===== src/hw/rtl/jfss_pkg.sv =====
package jfss_pkg;

   // marker byte values
   localparam logic [7:0] BYTE_FILL     = 8'hFF;
   localparam logic [7:0] BYTE_SOI      = 8'hD8;
   localparam logic [7:0] BYTE_SOS      = 8'hDA;
   localparam logic [7:0] BYTE_EOI      = 8'hD9;
   localparam logic [7:0] BYTE_FRAME_LO = 8'hC0;
   localparam logic [7:0] BYTE_FRAME_HI = 8'hCF;
   localparam logic [7:0] BYTE_DHT      = 8'hC4;
   localparam logic [7:0] BYTE_JPG      = 8'hC8;
   localparam logic [7:0] BYTE_DAC      = 8'hCC;

   // smallest legal segment length (covers the length bytes themselves)
   localparam logic [15:0] MIN_SEG_LEN  = 16'd2;

   // result status codes
   localparam logic [2:0] ST_FOUND  = 3'd0;
   localparam logic [2:0] ST_NOSOI  = 3'd1;
   localparam logic [2:0] ST_STRAY  = 3'd2;
   localparam logic [2:0] ST_SCAN   = 3'd3;
   localparam logic [2:0] ST_BADLEN = 3'd4;
   localparam logic [2:0] ST_TRUNC  = 3'd5;

   typedef enum logic [3:0] {
      PH_SOI0  = 4'd0,
      PH_SOI1  = 4'd1,
      PH_MARK  = 4'd2,
      PH_CODE  = 4'd3,
      PH_LENH  = 4'd4,
      PH_LENL  = 4'd5,
      PH_SKIP  = 4'd6,
      PH_FLENH = 4'd7,
      PH_FLENL = 4'd8,
      PH_FPREC = 4'd9,
      PH_HTH   = 4'd10,
      PH_HTL   = 4'd11,
      PH_WDH   = 4'd12,
      PH_WDL   = 4'd13,
      PH_DONE  = 4'd14
   } phase_type;

   typedef struct packed {
      logic [7:0] data_byte;
      logic       first_byte;
      logic       last_byte;
   } req_type;

   typedef struct packed {
      logic [2:0]  status;
      logic [15:0] frame_height;
      logic [15:0] frame_width;
   } rsp_type;

   // what one parse step hands to the output register
   typedef struct packed {
      logic    has_result;
      rsp_type rsp;
   } step_type;

endpackage


===== src/hw/rtl/jfss_in_stage.sv =====
module jfss_in_stage
   import jfss_pkg::*;
(
   input  logic    clock,
   input  logic    reset,
   input  logic    req_valid,
   output logic    req_ready,
   input  req_type req_data,
   input  logic    advance,
   output logic    item_valid,
   output req_type item
);

   logic    valid_ff, valid_in;
   req_type item_ff, item_in;
   logic    take;

   // slot frees up in the same cycle the held byte is parsed
   assign req_ready = !valid_ff || advance;
   assign take      = req_valid && req_ready;

   always_comb begin
      valid_in = valid_ff;
      item_in  = item_ff;
      if (take) begin
         valid_in = 1'b1;
         item_in  = req_data;
      end else if (advance) begin
         valid_in = 1'b0;
      end
   end

   always_ff @(posedge clock) begin
      if (reset) begin
         valid_ff <= 1'b0;
      end else begin
         valid_ff <= valid_in;
      end
      item_ff <= item_in;
   end

   assign item_valid = valid_ff;
   assign item       = item_ff;

endmodule


===== src/hw/rtl/jfss_parser.sv =====
module jfss_parser
   import jfss_pkg::*;
(
   input  logic     clock,
   input  logic     reset,
   input  logic     step,
   input  req_type  item,
   output step_type result
);

   phase_type   phase_ff, phase_in, phase_cur;
   logic [15:0] skip_ff, skip_in;
   logic [7:0]  length_high_ff, length_high_in;
   logic [15:0] height_ff, height_in;
   logic [7:0]  width_high_ff, width_high_in;
   logic        answered_ff, answered_in, answered_cur;

   logic        give;
   logic [2:0]  give_status;
   logic [15:0] seg_len, seg_rest, skip_dec;
   logic [7:0]  b;

   function automatic logic is_frame_code(input logic [7:0] c);
      is_frame_code = (c >= BYTE_FRAME_LO) && (c <= BYTE_FRAME_HI) &&
                      (c != BYTE_DHT) && (c != BYTE_JPG) && (c != BYTE_DAC);
   endfunction

   assign b            = item.data_byte;
   // a new file restarts the parser before its first byte is used
   assign phase_cur    = item.first_byte ? PH_SOI0 : phase_ff;
   assign answered_cur = item.first_byte ? 1'b0 : answered_ff;
   assign seg_len      = {length_high_ff, b};
   assign seg_rest     = seg_len - MIN_SEG_LEN;
   assign skip_dec     = skip_ff - 16'd1;

   // result decision
   always_comb begin
      give        = 1'b0;
      give_status = ST_FOUND;
      case (phase_cur)
         PH_SOI0: begin
            if (b != BYTE_FILL) begin
               give        = 1'b1;
               give_status = ST_NOSOI;
            end
         end
         PH_SOI1: begin
            if (b != BYTE_SOI) begin
               give        = 1'b1;
               give_status = ST_NOSOI;
            end
         end
         PH_MARK: begin
            if (b != BYTE_FILL) begin
               give        = 1'b1;
               give_status = ST_STRAY;
            end
         end
         PH_CODE: begin
            if (b != BYTE_FILL && !is_frame_code(b) &&
                (b == BYTE_SOS || b == BYTE_EOI)) begin
               give        = 1'b1;
               give_status = ST_SCAN;
            end
         end
         PH_LENL: begin
            if (seg_len < MIN_SEG_LEN) begin
               give        = 1'b1;
               give_status = ST_BADLEN;
            end
         end
         PH_WDL: begin
            give        = 1'b1;
            give_status = ST_FOUND;
         end
         default: begin
         end
      endcase
      // stream ended with no answer yet
      if (!give && item.last_byte && !answered_cur) begin
         give        = 1'b1;
         give_status = ST_TRUNC;
      end
   end

   always_comb begin
      result.has_result = give;
      result.rsp.status = give_status;
      if (give_status == ST_FOUND) begin
         result.rsp.frame_height = height_ff;
         result.rsp.frame_width  = {width_high_ff, b};
      end else begin
         result.rsp.frame_height = 16'd0;
         result.rsp.frame_width  = 16'd0;
      end
   end

   // next state
   always_comb begin
      phase_in       = phase_cur;
      skip_in        = skip_ff;
      length_high_in = length_high_ff;
      height_in      = height_ff;
      width_high_in  = width_high_ff;
      answered_in    = answered_cur;
      case (phase_cur)
         PH_SOI0:  phase_in = PH_SOI1;
         PH_SOI1:  phase_in = PH_MARK;
         PH_MARK:  phase_in = PH_CODE;
         PH_CODE: begin
            if (b == BYTE_FILL) begin
               phase_in = PH_CODE;
            end else if (is_frame_code(b)) begin
               phase_in = PH_FLENH;
            end else begin
               phase_in = PH_LENH;
            end
         end
         PH_LENH: begin
            length_high_in = b;
            phase_in       = PH_LENL;
         end
         PH_LENL: begin
            skip_in  = seg_rest;
            phase_in = (seg_rest == 16'd0) ? PH_MARK : PH_SKIP;
         end
         PH_SKIP: begin
            skip_in  = skip_dec;
            phase_in = (skip_dec == 16'd0) ? PH_MARK : PH_SKIP;
         end
         PH_FLENH: phase_in = PH_FLENL;
         PH_FLENL: phase_in = PH_FPREC;
         PH_FPREC: phase_in = PH_HTH;
         PH_HTH: begin
            height_in = {b, 8'h00};
            phase_in  = PH_HTL;
         end
         PH_HTL: begin
            height_in = height_ff | {8'h00, b};
            phase_in  = PH_WDH;
         end
         PH_WDH: begin
            width_high_in = b;
            phase_in      = PH_WDL;
         end
         default:  phase_in = PH_DONE;
      endcase
      // once answered, ignore bytes until the next file
      if (give) begin
         phase_in    = PH_DONE;
         answered_in = 1'b1;
      end
   end

   always_ff @(posedge clock) begin
      if (reset) begin
         phase_ff       <= PH_SOI0;
         answered_ff    <= 1'b0;
         skip_ff        <= 16'd0;
         length_high_ff <= 8'd0;
         height_ff      <= 16'd0;
         width_high_ff  <= 8'd0;
      end else if (step) begin
         phase_ff       <= phase_in;
         answered_ff    <= answered_in;
         skip_ff        <= skip_in;
         length_high_ff <= length_high_in;
         height_ff      <= height_in;
         width_high_ff  <= width_high_in;
      end
   end

   // a result always parks the parser until the next file
   a_give_parks: assert property (@(posedge clock) disable iff (reset)
      step && result.has_result |=> phase_ff == PH_DONE && answered_ff)
      else $error("parser not parked after result");

   // answered flag only lives in the parked phase
   a_answered_done: assert property (@(posedge clock) disable iff (reset)
      answered_ff |-> phase_ff == PH_DONE)
      else $error("answered outside done phase");

   // skipping segment body never yields a result mid-file
   a_skip_quiet: assert property (@(posedge clock) disable iff (reset)
      step && phase_ff == PH_SKIP && !item.first_byte && !item.last_byte
      |-> !result.has_result)
      else $error("result while skipping segment");

endmodule


===== src/hw/rtl/jfss_out_stage.sv =====
module jfss_out_stage
   import jfss_pkg::*;
(
   input  logic    clock,
   input  logic    reset,
   input  logic    load,
   input  rsp_type load_data,
   output logic    out_free,
   output logic    rsp_valid,
   input  logic    rsp_ready,
   output rsp_type rsp_data
);

   logic    valid_ff, valid_in;
   rsp_type data_ff, data_in;

   // register can take a new result when empty or draining this cycle
   assign out_free = !valid_ff || rsp_ready;

   always_comb begin
      valid_in = valid_ff;
      data_in  = data_ff;
      if (load) begin
         valid_in = 1'b1;
         data_in  = load_data;
      end else if (rsp_ready) begin
         valid_in = 1'b0;
      end
   end

   always_ff @(posedge clock) begin
      if (reset) begin
         valid_ff <= 1'b0;
      end else begin
         valid_ff <= valid_in;
      end
      data_ff <= data_in;
   end

   assign rsp_valid = valid_ff;
   assign rsp_data  = data_ff;

endmodule


===== src/hw/rtl/jpeg_frame_size_scanner.sv =====
// A byte transferred into the input register is parsed combinationally; any result it gives
// is loaded into the output register once that register is free, and rsp_valid is then high.
// Throughput: one byte per cycle; the parse step is a single state update per byte,
// and input taking pauses only while a finished result waits in the output register.
// Reset (synchronous, active high) empties both registers and returns the parser
// to expecting the first start-marker byte.
module jpeg_frame_size_scanner
   import jfss_pkg::*;
(
   input  logic    clock,
   input  logic    reset,
   input  logic    req_valid,
   output logic    req_ready,
   input  req_type req_data,
   output logic    rsp_valid,
   input  logic    rsp_ready,
   output rsp_type rsp_data
);

   logic     item_valid;
   req_type  item;
   step_type result;
   logic     out_free;
   logic     advance;

   // parse the held byte unless its result has nowhere to go
   assign advance = item_valid && (!result.has_result || out_free);

   jfss_in_stage u_in_stage (
      .clock      (clock),
      .reset      (reset),
      .req_valid  (req_valid),
      .req_ready  (req_ready),
      .req_data   (req_data),
      .advance    (advance),
      .item_valid (item_valid),
      .item       (item)
   );

   jfss_parser u_parser (
      .clock  (clock),
      .reset  (reset),
      .step   (advance),
      .item   (item),
      .result (result)
   );

   jfss_out_stage u_out_stage (
      .clock     (clock),
      .reset     (reset),
      .load      (advance && result.has_result),
      .load_data (result.rsp),
      .out_free  (out_free),
      .rsp_valid (rsp_valid),
      .rsp_ready (rsp_ready),
      .rsp_data  (rsp_data)
   );

endmodule

===== config.mk =====
export PLATFORM = sky130hd
export DESIGN_NAME = jpeg_frame_size_scanner
export DESIGN_NICKNAME = d
export VERILOG_FILES = /design/src/hw/rtl/jfss_pkg.sv /design/src/hw/rtl/jfss_in_stage.sv /design/src/hw/rtl/jfss_parser.sv /design/src/hw/rtl/jfss_out_stage.sv /design/src/hw/rtl/jpeg_frame_size_scanner.sv
export SDC_FILE = /design/constraint.sdc
export NUM_CORES = 1
export LEC_CHECK = 0
export ABC_AREA = 1
export BUFFER_PORTS_ARGS = -buffer_cell sky130_fd_sc_hd__buf_2
export CAP_MARGIN = 5
export CORE_AREA = 8 8 92 127
export CTS_BUF_LIST = sky130_fd_sc_hd__clkbuf_8
export CTS_CLUSTER_DIAMETER = 40
export DETAILED_ROUTE_END_ITERATION = 6
export DIE_AREA = 0 0 100 135
export MAX_ROUTING_LAYER = met4
export PLACE_DENSITY = 0.78
export SYNTH_ARGS = -nofsm -noshare
export SYNTH_HDL_FRONTEND = slang
export SYNTH_SLANG_ARGS = --single-unit

===== constraint.sdc =====
create_clock -name clock -period 2.72 [get_ports clock]
set_input_delay 0.544 -clock clock [delete_from_list [all_inputs] [get_ports clock]]
set_output_delay 0.544 -clock clock [all_outputs]
set_load 0.02 [all_outputs]

==> qor.yml <==
finish:
  final_area_sq_um: 6060
  n_fill_cell: 936
  nets: 831
  area_growth_pct: 13.2
  multi_input_area_sq_um: 2340
  seq_area_sq_um: 2450
  drive_above_1_share_pct: 14.4
  postLayoutCoreUtil_pct: 61.9
  diodes: 0
  layout.cells.non_filler: 954
critical_path:
  r2r-start: "u_in_stage.item[1]"
  cp_data_required_time_ps: 2180
  critPathSlowestCell: "edfxtp_1"
  max_stage_delay_ps: 400
  critPathCaptureType: "output port"
  path_cells: "buf_4, nor2_1, nand2_1, nor2_2, nand2_1, nor2_4, nor2_4, nand3_4, nand3_2, buf_4"
  critPathArrivalTime_ps: 2060
  path_class: "reg -> out"
  crit_fanout: 8
  cp-startpoint: "u_in_stage.item[8]"
  startpoint_type: "register"
timing:
  drv_slew: 0
  worst_slew_pin_slew_ps: 687
  whs_ps: 343
  slew_headroom_pct: 53.9
  setup_viol: 0
  post-route-period-util_pct: 95.7
  fin_ws_ps: 117
  layout_min_cycle_time_ps: 2600
  hold_viol: 0
  tns_ps: 0
  fmaxAchievable_mhz: 384
  clock_skew_ps: 10.9
grt:
  grt_pass1_wl_mm: 21.5
  grtUsageTotal_pct: 20.8
  grt_pass1_vias: 4588
  grt_max_degree: 36
  grt_overflow: 0
  antenna_found_initial: 0
floorplan:
  start_util_pct: 54.7
  die-area_sq_um: 13500
  core-area_sq_um: 9790
  boundaryPins: 51
  die_x_microns: 100
  die_h_microns: 135
  rows: 43
detailed_routing:
  wl_met1_mm: 5.03
  drtIter0Drc: 325
  wl_per_cell_microns: 14.2
  drtAntennaViolNets: 0
  drc_errors: 0
  routed.top_layer: "met4"
  wl_met3_microns: 772
  wl_met2_mm: 6.93
  wl_mm: 13.5
  viasPerCell: 5.08
  firstDrtPassIters: 5
  via_count: 4847
logic_synthesis:
  synth-edff-count: 45
  yosys.cell_types.count: 33
  synthesis.area_sq_um: 5360
  ys.flop_type: "dfxtp_1"
  synth_nets: 773
  yosysWarningCount: 0
  ys_ff_latch: 100
  synthCells: 756
  synth-seq-area-share_pct: 45.8
  async_flop_share_pct: 0
  synth_area_per_cell_sq_um: 7.09
clocking:
  clk_pin_slew_ps: 100
  cts-root-buf: "clkbuf_8"
  worstSkewPairLatency_ps: 370
  clk_path_buf_depth: 2
  holdBufCountCts: 0
  cts_num_sinks: 100
  cts-htree-levels: 3
  cts_tree: "done"
  cts_inserted_buffers: 9
placed_design:
  post-dp-hpwl_mm: 10.1
  place_congestion: 0.986
  dpl-instance-area_sq_um: 5670
  post-place-cells: 920
  post-place-ws_ps: 252
  port_buffers: 50
power:
  leakage_nw: 2.94
  power_mw: 3.08
  ir_drop_v: 0.000249
  power_density_nw_per_um2: 508
hold_path:
  hold_path.class: "in -> reg"
  min_from: "req_data[1]"
job:
  maxCapViolCount: 0
status:
  outcome: "finished clean"
[path summary, 6_finish.rpt]
path                                                 to  slack [ps]  depth (start not counted)
worst max-delay path                          req_ready         120                         10
worst min-delay path                 u_in_stage.item[1]         340                          1
worst max register to register  u_out_stage.rsp_data[2]         150                         16
worst min register to register    u_parser.height_ff[5]         460                          2
[power by group]
group | internal, mW | switching, mW
sequential | 1.62 | 0.0258
clock | 0.527 | 0.531
combinational | 0.119 | 0.260
total | 2.27 | 0.817
[routing by layer]
layer  GRT usage [%]  up-vias
met5               -        -
met4            13.7        0
li1                -     2445
met1            20.4     2144
met2            37.1      193
met3            3.25       65
[critical path, delay by kind of cell (launching register included)]
kind | cells | cell delay [ps]
DFF | 1 | 400
and+or+nand+nor | 8 | 920
buffers and inverters | 2 | 370
[flip-flops by register name (all words and copies together) (netlist names), 4 cells and up]
name and flops:
u_out_stage.rsp_data 35, u_parser.height_ff 16, u_parser.skip_ff 16, u_in_stage.item 10, u_parser.length_high_ff 8, u_parser.width_high_ff 8
u_parser.phase_ff 4
[cells in the mapped netlist, types with 5 or more instances]
library cell | count | share of area [%]
edfxtp_1 | 45 | 25
nand2_1 | 202 | 14
dfxtp_1 | 55 | 21
buf_2 | 13 | 1.2
inv_1 | 106 | 7.4
nor2_2 | 5 | 0.58
nand4_1 | 22 | 2.6
a21oi_1 | 19 | 1.8
buf_4 | 5 | 0.70
o21ai_0 | 15 | 1.4
xor2_1 | 8 | 1.3
nand3_1 | 26 | 2.4
nor2_1 | 189 | 13
[cell families after synthesis]
logic type      Yosys count  share of synthesized area, %
compound gates           40                          3.90
xor+xnor                  9                          1.47
fa+ha+maj                 3                         0.701
buf+inv                 138                          10.9
flops                   100                          45.8
mux                       1                         0.187
simple gates            465                          37.1
[cell type report]
class / count / area share (%)
Clock buffer: 9 / 2.04
Clock inverter: 7 / 1.61
Inverter: 110 / 6.81
Multi-Input combinational cell: 518 / 38.6
Sequential cell: 100 / 40.4
Tap cell: 135 / 2.79
Timing Repair Buffer: 75 / 7.67
[placed cells by master (no fill, tap or decap), types with 2 or more instances in the layout]
master,synthesis,layout
nand2_1,202,202
nand3_2,2,2
nand2_2,4,4
buf_4,5,24
nand4_1,22,22
nand3_4,4,5
nor2_1,189,187
nand3_1,26,25
inv_1,106,106
buf_12,0,2
inv_6,0,2
a31oi_1,3,3
nor3_1,4,4
nor2_4,4,5
xor2_1,8,8
dfxtp_1,55,55
clkbuf_8,0,9
a21oi_1,19,19
ha_1,3,3
nor2_2,5,6
o21ai_0,15,15
inv_2,3,4
edfxtp_1,45,45
bufinv_16,0,2
buf_2,13,49
[what timing repair did]
action | 4_1_cts | 5_1_grt
pin swaps | 0 | 2
setup buffers | 6 | 12
setup endpoints to repair | 1 | 45
hold endpoints to repair | 0 | 0
resized for setup | 1 | 6
(Power assumes the default switching activity.)
